==> config.mk <==
export PLATFORM = sky130hd
export DESIGN_NAME = camera_pose_stepper
export DESIGN_NICKNAME = d
export VERILOG_FILES = /design/src/hdl/cps_pkg.sv /design/src/hdl/camera_pose_stepper.sv
export SDC_FILE = /design/constraint.sdc
export NUM_CORES = 2
export LEC_CHECK = 0
export BUFFER_PORTS_ARGS = -buffer_cell sky130_fd_sc_hd__buf_2
export CAP_MARGIN = 5
export CORE_ASPECT_RATIO = 0.6
export CORE_MARGIN = 2
export CORE_UTILIZATION = 30
export CTS_BUF_LIST = sky130_fd_sc_hd__clkbuf_16
export DETAILED_ROUTE_END_ITERATION = 7
export PLACE_DENSITY_LB_ADDON = 0.1
export SETUP_SLACK_MARGIN = 0.5
export SYNTH_ARGS = -nofsm -noshare
export SYNTH_HDL_FRONTEND = slang
export SYNTH_SLANG_ARGS = --single-unit
==> constraint.sdc <==
create_clock -name clk -period 13.45 [get_ports clk]
set_input_delay 0.6725 -clock clk [delete_from_list [all_inputs] [get_ports clk]]
set_output_delay 0.6725 -clock clk [all_outputs]
set_load 0.05 [all_outputs]
==> src/hdl/cps_pkg.sv <==
`default_nettype none
// ----------------------------------------------------------------------------
// cps_pkg
// Types and constants shared by the camera pose stepper: payload structs,
// command codes, reset values of the pose and of the configuration registers.
// ----------------------------------------------------------------------------
package cps_pkg;

  localparam int PosW  = 32;
  localparam int VecW  = 16;
  localparam int FuncW = 4;
  localparam int StepW = 24;
  localparam int AddrW = 4;
  localparam int DataW = 32;

  // Command codes.
  localparam logic [FuncW-1:0] FN_FRONT    = 4'd0;
  localparam logic [FuncW-1:0] FN_BACK     = 4'd1;
  localparam logic [FuncW-1:0] FN_LEFT     = 4'd2;
  localparam logic [FuncW-1:0] FN_RIGHT    = 4'd3;
  localparam logic [FuncW-1:0] FN_UP       = 4'd4;
  localparam logic [FuncW-1:0] FN_DOWN     = 4'd5;
  localparam logic [FuncW-1:0] FN_TURN_R   = 4'd6;
  localparam logic [FuncW-1:0] FN_TURN_L   = 4'd7;
  localparam logic [FuncW-1:0] FN_TURN_U   = 4'd8;
  localparam logic [FuncW-1:0] FN_TURN_D   = 4'd9;
  localparam logic [FuncW-1:0] FN_TURN_CW  = 4'd10;
  localparam logic [FuncW-1:0] FN_TURN_CCW = 4'd11;
  localparam logic [FuncW-1:0] FN_LOAD_POS = 4'd12;
  localparam logic [FuncW-1:0] FN_LOAD_DIR = 4'd13;

  // Register indexes on the configuration port.
  localparam logic [1:0] REG_MOVE_STEP = 2'd0;
  localparam logic [1:0] REG_TURN_COS  = 2'd1;
  localparam logic [1:0] REG_TURN_SIN  = 2'd2;

  localparam logic [StepW-1:0]       MOVE_STEP_RST = 24'd6554;
  localparam logic signed [VecW-1:0] TURN_COS_RST  = 16'sd16382;
  localparam logic signed [VecW-1:0] TURN_SIN_RST  = 16'sd286;
  localparam logic signed [VecW-1:0] Q14_ONE       = 16'sd16384;

  typedef struct packed {
    logic [FuncW-1:0]        func;
    logic signed [PosW-1:0]  new_pos_x;
    logic signed [PosW-1:0]  new_pos_y;
    logic signed [PosW-1:0]  new_pos_z;
    logic signed [VecW-1:0]  new_dir_x;
    logic signed [VecW-1:0]  new_dir_y;
    logic signed [VecW-1:0]  new_dir_z;
    logic signed [VecW-1:0]  new_up_x;
    logic signed [VecW-1:0]  new_up_y;
    logic signed [VecW-1:0]  new_up_z;
  } in_t;

  typedef struct packed {
    logic signed [PosW-1:0] pos_x;
    logic signed [PosW-1:0] pos_y;
    logic signed [PosW-1:0] pos_z;
    logic signed [VecW-1:0] dir_x;
    logic signed [VecW-1:0] dir_y;
    logic signed [VecW-1:0] dir_z;
    logic signed [VecW-1:0] up_x;
    logic signed [VecW-1:0] up_y;
    logic signed [VecW-1:0] up_z;
    logic signed [VecW-1:0] right_x;
    logic signed [VecW-1:0] right_y;
    logic signed [VecW-1:0] right_z;
  } out_t;

endpackage
`default_nettype wire

==> src/hdl/camera_pose_stepper.sv <==
`default_nettype none
// ----------------------------------------------------------------------------
// camera_pose_stepper
// First-person camera pose: moves, turns and loads under command, one shared
// multiply-accumulate unit working through the vector components in turn.
// ----------------------------------------------------------------------------
// Load position and unused codes go straight to the finish state; a move runs a
// pass over the position, load direction a cross-product pass, a turn a rotation
// pass then a cross-product pass. The shared two-product multiply-accumulate unit
// handles one vector component per cycle; a command is taken again once the
// previous one has been written to the output register.
// Synchronous active-low reset restores the default pose and configuration registers.
// ----------------------------------------------------------------------------
module camera_pose_stepper (
  input  wire                          clk,
  input  wire                          rst_n,
  input  wire                          in_valid,
  output logic                         in_ready,
  input  wire  cps_pkg::in_t           in_data,
  output logic                         out_valid,
  input  wire                          out_ready,
  output cps_pkg::out_t                out_data,
  input  wire                          psel,
  input  wire                          penable,
  input  wire                          pwrite,
  input  wire  [cps_pkg::AddrW-1:0]    paddr,
  input  wire  [cps_pkg::DataW-1:0]    pwdata,
  output logic [cps_pkg::DataW-1:0]    prdata,
  output logic                         pready
);

  typedef enum logic [2:0] {S_IDLE, S_MOVE, S_ROT, S_CROSS, S_FINISH} state_t;

  state_t state_r, state_nxt;
  logic [1:0] cnt_r;
  logic [cps_pkg::FuncW-1:0] func_r;
  logic out_valid_r;
  cps_pkg::out_t out_r;

  logic [cps_pkg::StepW-1:0]       move_step_r;
  logic signed [cps_pkg::VecW-1:0] turn_cos_r, turn_sin_r;

  // Slot 0 of each vector holds the component being worked on; the vectors
  // rotate by one slot per cycle during a pass over the three components.
  logic signed [cps_pkg::PosW-1:0] pos_r   [3];
  logic signed [cps_pkg::VecW-1:0] dir_r   [3];
  logic signed [cps_pkg::VecW-1:0] up_r    [3];
  logic signed [cps_pkg::VecW-1:0] right_r [3];

  // Shared unit operands and results.
  logic signed [24:0] mul_a;
  logic signed [cps_pkg::VecW-1:0] mul_b, mul_c, mul_d;
  logic mul_sub, move_neg;
  logic tgt_pos, tgt_dir, tgt_up, tgt_right;
  logic signed [40:0] prod_p;
  logic signed [31:0] prod_q;
  logic signed [41:0] acc;
  logic signed [27:0] shr;
  logic signed [33:0] pos_sum;
  logic signed [cps_pkg::VecW-1:0] vec_res;
  logic signed [cps_pkg::PosW-1:0] pos_res;
  logic in_fire, cfg_wr, pass_end, out_load;

  assign in_ready  = (state_r == S_IDLE);
  assign in_fire   = in_valid && in_ready;
  assign out_valid = out_valid_r;
  assign out_data  = out_r;
  assign pready    = 1'b1;
  assign cfg_wr    = psel && penable && pwrite;
  assign pass_end  = (cnt_r == 2'd2);
  assign out_load  = (state_r == S_FINISH) && (!out_valid_r || out_ready);

  always_comb begin
    case (paddr[3:2])
      cps_pkg::REG_MOVE_STEP: prdata = {8'd0, move_step_r};
      cps_pkg::REG_TURN_COS:  prdata = {{16{turn_cos_r[15]}}, turn_cos_r};
      cps_pkg::REG_TURN_SIN:  prdata = {{16{turn_sin_r[15]}}, turn_sin_r};
      default:                prdata = '0;
    endcase
  end

  // Operand selection for the shared unit.
  always_comb begin
    mul_a     = '0;
    mul_b     = '0;
    mul_c     = '0;
    mul_d     = '0;
    mul_sub   = 1'b0;
    move_neg  = 1'b0;
    tgt_pos   = 1'b0;
    tgt_dir   = 1'b0;
    tgt_up    = 1'b0;
    tgt_right = 1'b0;
    case (state_r)
      S_MOVE: begin
        tgt_pos = 1'b1;
        mul_a   = {1'b0, move_step_r};
        case (func_r)
          cps_pkg::FN_FRONT, cps_pkg::FN_BACK: mul_b = dir_r[0];
          cps_pkg::FN_LEFT, cps_pkg::FN_RIGHT: mul_b = right_r[0];
          default:                             mul_b = up_r[0];
        endcase
        move_neg = (func_r == cps_pkg::FN_FRONT) || (func_r == cps_pkg::FN_LEFT) ||
                   (func_r == cps_pkg::FN_DOWN);
      end
      S_ROT: begin
        mul_a   = {{9{turn_cos_r[15]}}, turn_cos_r};
        mul_c   = turn_sin_r;
        mul_sub = (func_r == cps_pkg::FN_TURN_R) || (func_r == cps_pkg::FN_TURN_U) ||
                  (func_r == cps_pkg::FN_TURN_CCW);
        if ((func_r == cps_pkg::FN_TURN_CW) || (func_r == cps_pkg::FN_TURN_CCW)) begin
          tgt_up = 1'b1;
          mul_b  = up_r[0];
          mul_d  = right_r[0];
        end else begin
          tgt_dir = 1'b1;
          mul_b   = dir_r[0];
          if ((func_r == cps_pkg::FN_TURN_U) || (func_r == cps_pkg::FN_TURN_D)) begin
            mul_d = up_r[0];
          end else begin
            mul_d = right_r[0];
          end
        end
      end
      S_CROSS: begin
        // out[i] = a[i+1]*b[i+2] - b[i+1]*a[i+2]
        mul_sub = 1'b1;
        if ((func_r == cps_pkg::FN_TURN_U) || (func_r == cps_pkg::FN_TURN_D)) begin
          tgt_up = 1'b1;
          mul_a  = {{9{dir_r[1][15]}}, dir_r[1]};
          mul_b  = right_r[2];
          mul_c  = right_r[1];
          mul_d  = dir_r[2];
        end else begin
          tgt_right = 1'b1;
          mul_a     = {{9{up_r[1][15]}}, up_r[1]};
          mul_b     = dir_r[2];
          mul_c     = dir_r[1];
          mul_d     = up_r[2];
        end
      end
      default: begin
      end
    endcase
  end

  assign prod_p = mul_a * mul_b;
  assign prod_q = mul_c * mul_d;

  always_comb begin
    if (mul_sub) begin
      acc = {prod_p[40], prod_p} - {{10{prod_q[31]}}, prod_q};
    end else begin
      acc = {prod_p[40], prod_p} + {{10{prod_q[31]}}, prod_q};
    end
    // Dropping the low bits is a floor shift for two's complement.
    shr = acc[41:14];
    if (shr > 28'sd32767) begin
      vec_res = 16'sh7FFF;
    end else if (shr < -28'sd32768) begin
      vec_res = 16'sh8000;
    end else begin
      vec_res = shr[15:0];
    end
    if (move_neg) begin
      pos_sum = {{2{pos_r[0][31]}}, pos_r[0]} - {{6{shr[27]}}, shr};
    end else begin
      pos_sum = {{2{pos_r[0][31]}}, pos_r[0]} + {{6{shr[27]}}, shr};
    end
    if (pos_sum > 34'sh07FFFFFFF) begin
      pos_res = 32'sh7FFFFFFF;
    end else if (pos_sum < -34'sh080000000) begin
      pos_res = 32'sh80000000;
    end else begin
      pos_res = pos_sum[31:0];
    end
  end

  always_comb begin
    state_nxt = state_r;
    case (state_r)
      S_IDLE: begin
        if (in_fire) begin
          if (in_data.func <= cps_pkg::FN_DOWN) begin
            state_nxt = S_MOVE;
          end else if (in_data.func <= cps_pkg::FN_TURN_CCW) begin
            state_nxt = S_ROT;
          end else if (in_data.func == cps_pkg::FN_LOAD_DIR) begin
            state_nxt = S_CROSS;
          end else begin
            state_nxt = S_FINISH;
          end
        end
      end
      S_MOVE:   if (pass_end) state_nxt = S_FINISH;
      S_ROT:    if (pass_end) state_nxt = S_CROSS;
      S_CROSS:  if (pass_end) state_nxt = S_FINISH;
      S_FINISH: if (out_load) state_nxt = S_IDLE;
      default:  state_nxt = S_IDLE;
    endcase
  end

  always_ff @(posedge clk) begin
    if (!rst_n) begin
      state_r     <= S_IDLE;
      cnt_r       <= 2'd0;
      out_valid_r <= 1'b0;
      move_step_r <= cps_pkg::MOVE_STEP_RST;
      turn_cos_r  <= cps_pkg::TURN_COS_RST;
      turn_sin_r  <= cps_pkg::TURN_SIN_RST;
      pos_r[0]    <= '0;
      pos_r[1]    <= '0;
      pos_r[2]    <= '0;
      dir_r[0]    <= '0;
      dir_r[1]    <= '0;
      dir_r[2]    <= cps_pkg::Q14_ONE;
      up_r[0]     <= '0;
      up_r[1]     <= cps_pkg::Q14_ONE;
      up_r[2]     <= '0;
      right_r[0]  <= cps_pkg::Q14_ONE;
      right_r[1]  <= '0;
      right_r[2]  <= '0;
    end else begin
      state_r <= state_nxt;

      if (cfg_wr) begin
        case (paddr[3:2])
          cps_pkg::REG_MOVE_STEP: move_step_r <= pwdata[23:0];
          cps_pkg::REG_TURN_COS:  turn_cos_r  <= pwdata[15:0];
          cps_pkg::REG_TURN_SIN:  turn_sin_r  <= pwdata[15:0];
          default: begin
          end
        endcase
      end

      if (in_fire) begin
        func_r <= in_data.func;
        cnt_r  <= 2'd0;
        if (in_data.func == cps_pkg::FN_LOAD_POS) begin
          pos_r[0] <= in_data.new_pos_x;
          pos_r[1] <= in_data.new_pos_y;
          pos_r[2] <= in_data.new_pos_z;
        end
        if (in_data.func == cps_pkg::FN_LOAD_DIR) begin
          dir_r[0] <= in_data.new_dir_x;
          dir_r[1] <= in_data.new_dir_y;
          dir_r[2] <= in_data.new_dir_z;
          up_r[0]  <= in_data.new_up_x;
          up_r[1]  <= in_data.new_up_y;
          up_r[2]  <= in_data.new_up_z;
        end
      end

      if ((state_r == S_MOVE) || (state_r == S_ROT) || (state_r == S_CROSS)) begin
        cnt_r      <= pass_end ? 2'd0 : cnt_r + 2'd1;
        pos_r[0]   <= pos_r[1];
        pos_r[1]   <= pos_r[2];
        pos_r[2]   <= tgt_pos ? pos_res : pos_r[0];
        dir_r[0]   <= dir_r[1];
        dir_r[1]   <= dir_r[2];
        dir_r[2]   <= tgt_dir ? vec_res : dir_r[0];
        up_r[0]    <= up_r[1];
        up_r[1]    <= up_r[2];
        up_r[2]    <= tgt_up ? vec_res : up_r[0];
        right_r[0] <= right_r[1];
        right_r[1] <= right_r[2];
        right_r[2] <= tgt_right ? vec_res : right_r[0];
      end

      if (out_load) begin
        out_valid_r <= 1'b1;
      end else if (out_ready) begin
        out_valid_r <= 1'b0;
      end
    end

    if (out_load) begin
      out_r.pos_x   <= pos_r[0];
      out_r.pos_y   <= pos_r[1];
      out_r.pos_z   <= pos_r[2];
      out_r.dir_x   <= dir_r[0];
      out_r.dir_y   <= dir_r[1];
      out_r.dir_z   <= dir_r[2];
      out_r.up_x    <= up_r[0];
      out_r.up_y    <= up_r[1];
      out_r.up_z    <= up_r[2];
      out_r.right_x <= right_r[0];
      out_r.right_y <= right_r[1];
      out_r.right_z <= right_r[2];
    end
  end

  // A command blocks the input until it is finished.
  a_busy_after_accept: assert property (@(posedge clk) disable iff (!rst_n)
    in_fire |=> !in_ready)
    else $error("input ready right after a transfer");

  // The component counter never passes the last component.
  a_cnt_range: assert property (@(posedge clk) disable iff (!rst_n)
    cnt_r != 2'd3)
    else $error("component counter out of range");

  // A position load lands in the pose registers on the next cycle.
  a_load_pos: assert property (@(posedge clk) disable iff (!rst_n)
    (in_fire && (in_data.func == cps_pkg::FN_LOAD_POS)) |=>
      (pos_r[0] == $past(in_data.new_pos_x)) && (state_r == S_FINISH))
    else $error("position load not taken");

  // The output register is only written when it is free or being drained.
  a_no_overwrite: assert property (@(posedge clk) disable iff (!rst_n)
    (out_valid_r && !out_ready && state_r == S_FINISH) |=> (state_r == S_FINISH))
    else $error("pending result overwritten");

endmodule
`default_nettype wire
== Word-level counts from Yosys, hierarchy flattened ==
Memory sizes are Yosys's and may differ from the RTL's.
Index checks and enable logic that the tools add are counted.

* Multiply operators: 2
* Div/mod/pow operators: 0
* Reductions and logical operators: 27
* Magnitude comparators: 6
* Mux-type cells: 79
* Equal/unequal tests: 22
* Shift operators: 0
* $add $sub $neg: 5
* Bitwise logic cells: 21

{| class="wikitable"
|+ Operators with widths
! operator !! number
|-
| $mux 16 || 26
|-
| $mux 32 || 9
|-
| $pmux 16 s2 || 3
|-
| $pmux 32 s3 || 1
|-
| $pmux 25 s3 || 1
|-
| $pmux 16 s3 || 1
|-
| $add 41x32->42 || 1
|-
| $mux 42 || 1
|-
| $sub 41x32->42 || 1
|-
| $mul 25x16->41 || 1
|-
| $gt 34x32->1 const B || 1
|-
| $lt 34x32->1 const B || 1
|-
| $mux 34 || 1
|-
| $add 32x28->33 || 1
|-
| $sub 32x28->33 || 1
|-
| $mul 16x16->32 || 1
|-
| $gt 28x16->1 const B || 1
|-
| $lt 28x16->1 const B || 1
|-
| $mux 25 || 1
|-
| $eq 4x4->1 const B || 6
|-
| $mux 1 || 22
|-
| $mux 3 || 7
|-
| $or 1x1->1 || 21
|-
| $pmux 3 s4 || 1
|-
| other kinds (25) || 51
|}

* Output and inout port bits: 275
* Bits of input ports: 239
* Memories kept: 4
* Bits in registers: 306
* Word-level logic and storage cells: 185
* Bits in latches: 0
* Bits in writable memories: 240
* Memory bits (read-only): 0

{| class="wikitable"
|+ Memories
! name !! words !! bits a word !! rd ports !! clocked after Yosys merged registers in !! write ports !! RTL line !! text
|-
| pos_r || 3 || 32 || 3 || 0 || 3 || camera_pose_stepper.sv:45 || <nowiki>logic signed [cps_pkg::PosW-1:0] pos_r [3];</nowiki>
|-
| dir_r || 3 || 16 || 3 || 0 || 3 || camera_pose_stepper.sv:46 || <nowiki>logic signed [cps_pkg::VecW-1:0] dir_r [3];</nowiki>
|-
| right_r || 3 || 16 || 3 || 0 || 3 || camera_pose_stepper.sv:48 || <nowiki>logic signed [cps_pkg::VecW-1:0] right_r [3];</nowiki>
|-
| up_r || 3 || 16 || 3 || 0 || 3 || camera_pose_stepper.sv:47 || <nowiki>logic signed [cps_pkg::VecW-1:0] up_r [3];</nowiki>
|}

== Logic depth before layout (Yosys ltp) ==
* Word-level depth: 15
* Mapped depth: 64
* Mapped depth without buffers: 57

== Least setup slack after synthesis ==
OpenSTA, ideal clock, no wires.

* Path kind: register to register
* From: register func_r[2] (netlist name)
* To: memory pos_r[0][83] (netlist name), data pin
* Clock period less this slack: 14.830 ns
* Setup time: 0.271 ns
* Arrival: 14.559 ns
* Cell stages (with the launch flop): 59
* Slack: -1.380 ns
* Buffers on the path: 6
* Data required time: 13.179 ns
* Path through: edfxtp_1 buf_2 nor3b_4 buf_1 mux4_2 nand2_1 clkbuf_1 nor2_1 fa_1 inv_1 fa_1 fa_1 inv_1 fa_1 fa_1 fa_1 ha_1 clkbuf_1 (+23 left out) nor2_1 xnor2_1 ha_1 nand2_1 o21ai_0 nor3b_1 a211o_1 o21ai_0 a221o_1 a21oi_1 nor3_1 clkbuf_1 nand3_1 a21boi_0 nor4_2 nand2_1 buf_2 o221ai_1

{| class="wikitable"
|+ RTL lines
! what !! RTL line !! text
|-
| start: declaration || camera_pose_stepper.sv:36 || <nowiki>logic [cps_pkg::FuncW-1:0] func_r;</nowiki>
|-
| start signal: assignment || camera_pose_stepper.sv:237 || <nowiki>func_r <= in_data.func;</nowiki>
|-
| end: declaration || camera_pose_stepper.sv:45 ||
|}

==> impl_metrics.yaml <==
outcome:
  status: "finished with violations"
  violations: "setup timing"
synth:
  synth_area_per_cell_sq_um: 9.790
  yosysWarnings: 0
  synthArstFlopShare_pct: 0
  synth_top_cell_by_area: "edfxtp_1"
  syn_inst: 5392
  ys_types: 109
  synth-seq-cells: 546
  synth-main-ff-cell: "edfxtp_1"
  synth_edf_count: 484
  synth_top_area_share_pct: 27.53
  synth_nets: 6541
  yosys-top-cells-area: "edfxtp_1 28%, fa_1 25%, ha_1 6.1%"
  yosysSeqAreaShare_pct: 29.88
  syn_area_sq_um: 52790
critical_path:
  crit_top_cell: "buf_4"
  path_buf_inv: 16
  rrSetupSlack_ns: -0.84
  crit_fanout: 7
  cpPeakStageDelay_ns: 0.63
  path_class: "reg2reg"
  cp.required_ns: 13.86
  cp-end-kind: "register"
  rr_endpoint: "pos_r[0][88]$_DFFE_PP_"
  r2r-start: "func_r[2]$_DFFE_PP_"
  crit_family: "simple AND/OR/NAND/NOR gates"
  slowest_stage: "or4b_4"
  critPathArrivalTime_ns: 14.71
  r2r_cells: 61
  critPathLaunchType: "register"
cells_and_area:
  final_common_cell: "buf_4"
  final_cell_mix: "1184 x buf_4, 691 x nand2_1, 673 x inv_1"
  fin_cells: 9409
  drive_gt1_share_pct: 33.45
  n_fill_cell: 17510
  area_growth_syn_to_layout_pct: 37.35
  utilization_pct: 41.41
  fin_nets: 8141
cts:
  htree_levels: 2
  cts_buffers: 55
  cts_sinks: 546
  clk_pin_slew_ns: 0.07
  root_buffer: "clkbuf_16"
  clock_latency_ns: 0.72
  cts_buffer_depth: 3
  cts_tree: "done"
  cts_hold_buf: 0
timing:
  maxSlewViolCount: 0
  slew_headroom_pct: 7.073
  rsz0062_at_grt: "true"
  final.setup.tns_ns: -24.80
  hold_viol_final: 0
  layout_min_cycle_time_ns: 14.29
  max_freq_ghz: 0.06996
  layout_setup_ws_ns: -0.8430
  fin_crit_sh_pct: 106.3
  setup_violations: 32
  finalClockSkew_ns: 0.1013
  tightest_slew_ns: 1.381
  whs_ns: 0.2473
route:
  wl_per_cell_um: 26.28
  drc: 0
  firstDrtPassIters: 6
  antenna_left: 0
  drt-total-wl_um: 247300
  routed_via_density: 5.135
  via_count: 48310
  drt_iter0_markers: 5007
global_route:
  grt_max_degree: 149
  antenna_found_initial: 37
  grt_pass1_wl_um: 351100
  grt_pass1_vias: 47370
  grtUsageTotal_pct: 27.01
  grt-ovfl-total: 0
job:
  cap_violations: 0
floorplanning:
  io_pins: 514
  die_h_um: 328.9
  fp.dieW_um: 545.5
  initial_core_util_pct: 30.15
  core-area_sq_um: 175100
  rows: 119
  dieArea_sq_um: 179400
place:
  portBuffers: 502
  place_hpwl_um: 205900
  gp_congestion: 0.9607
  dpl.cell_count: 9174
min_path:
  hold_end: "move_step_r[22]$_SDFFE_PN0P_"
  hold_depth: 3
  hold_class: "in2reg"
  holdCritStartpoint: "pwdata[22]"
-- flip-flops by register name, indices dropped and copies added (netlist names) --
name	count
out_data	240
pos_r	96
dir_r	48
right_r	48
up_r	48
move_step_r	24
turn_cos_r	16
turn_sin_r	16
func_r	4
state_r	3
cnt_r	2
out_valid	1
-- synth_stat cells (8+ instances only) --
cell      number
mux2i_1       42
o21ai_0      210
and3_1        57
o221ai_1      17
a221oi_1      25
a22o_1       133
o31ai_1       16
or2_2         15
nand3b_1      11
nor3_1        49
inv_1        681
buf_4          8
nor2_1       479
buf_1         19
a31oi_1       42
o211ai_1      21
fa_1         652
nor2b_1       26
and2_1        64
nor3b_1       15
dfxtp_1       62
o21a_1        34
nand4_1       26
or3_1         21
nand2b_1      57
a211o_1        9
ha_1         258
xor2_1        47
clkbuf_1     222
nand2_1      728
a211oi_1      64
edfxtp_1     484
mux4_2        11
xnor2_1      116
a21o_1        66
a221o_1       23
a21oi_1      219
o21ai_1       18
o21bai_1      20
buf_2         13
nand3_1      106
nor4_1        15
or4_1          8
a21boi_0      39
-- worst max-delay path by stage --
stage	to	start	cells past startpoint	slack (ns)
detailed placement	pos_r[0][89]$_DFFE_PP_	func_r[2]$_DFFE_PP_	58	-1.57
CTS	pos_r[0][82]$_DFFE_PP_	func_r[2]$_DFFE_PP_	59	-0.73
global route	pos_r[0][73]$_DFFE_PP_	func_r[2]$_DFFE_PP_	62	-1.20
global placement	pos_r[0][89]$_DFFE_PP_	func_r[2]$_DFFE_PP_	58	-1.35
floorplan	pos_r[0][88]$_DFFE_PP_	func_r[2]$_DFFE_PP_	56	0.27
finish	pos_r[0][88]$_DFFE_PP_	func_r[2]$_DFFE_PP_	61	-0.84
-- tightest hold or removal path: stages --
cell      delay (ns)
buf_2           0.09
nand2_1         0.04
a21boi_0        0.07
-- cells by family after synthesis --
kind of cell | count (synthesis) | synth area share, %
mux | 55 | 1.308
buf+inv | 946 | 6.850
xor+xnor | 163 | 2.704
compound gates | 1055 | 13.79
simple gates | 1716 | 14.61
flops | 546 | 29.88
other cells | 1 | 0.007104
fa+ha+maj | 910 | 30.84
-- metal layers --
layer  routed length (um)  vias up  global-route usage (%)
met1               124900    24660                   44.08
met4                 4513        8                   4.445
met5                   49        -                       0
met2                98640     1917                   37.60
met3                19140      213                   3.539
li1                     -    21510                       -
-- layout make-up --
type | count | area, sq um | area share (%)
Inverter | 682 | 2560 | 3.531
Multi-Input combinational cell | 3902 | 35910 | 49.53
Timing Repair Buffer | 1805 | 13460 | 18.56
Clock inverter | 47 | 439.2 | 0.6057
Clock buffer | 55 | 1376 | 1.898
Antenna cell | 13 | 32.53 | 0.04487
Sequential cell | 546 | 15780 | 21.76
Tap cell | 2359 | 2952 | 4.071
-- repair_timing --
action,4_1_cts,5_1_grt
pin swaps,126,101
setup buffers,67,45
resized for setup,219,245
cloned,5,3
endpoints found under the setup margin,73,74
-- metrics by stage --
stage / setup WS (ns) / instance area [sq um]
3_3_place_gp: -1.347 / 67470
4_1_cts: -0.7313 / 70950
3_5_place_dp: -1.566 / 67470
5_1_grt: -1.202 / 72480
2_1_floorplan: 0.2692 / 53460
6_report: -0.8430 / 72500
Power is not shown: default switching activity piles up to over one toggle a cycle in this logic, so the estimate is an artifact.
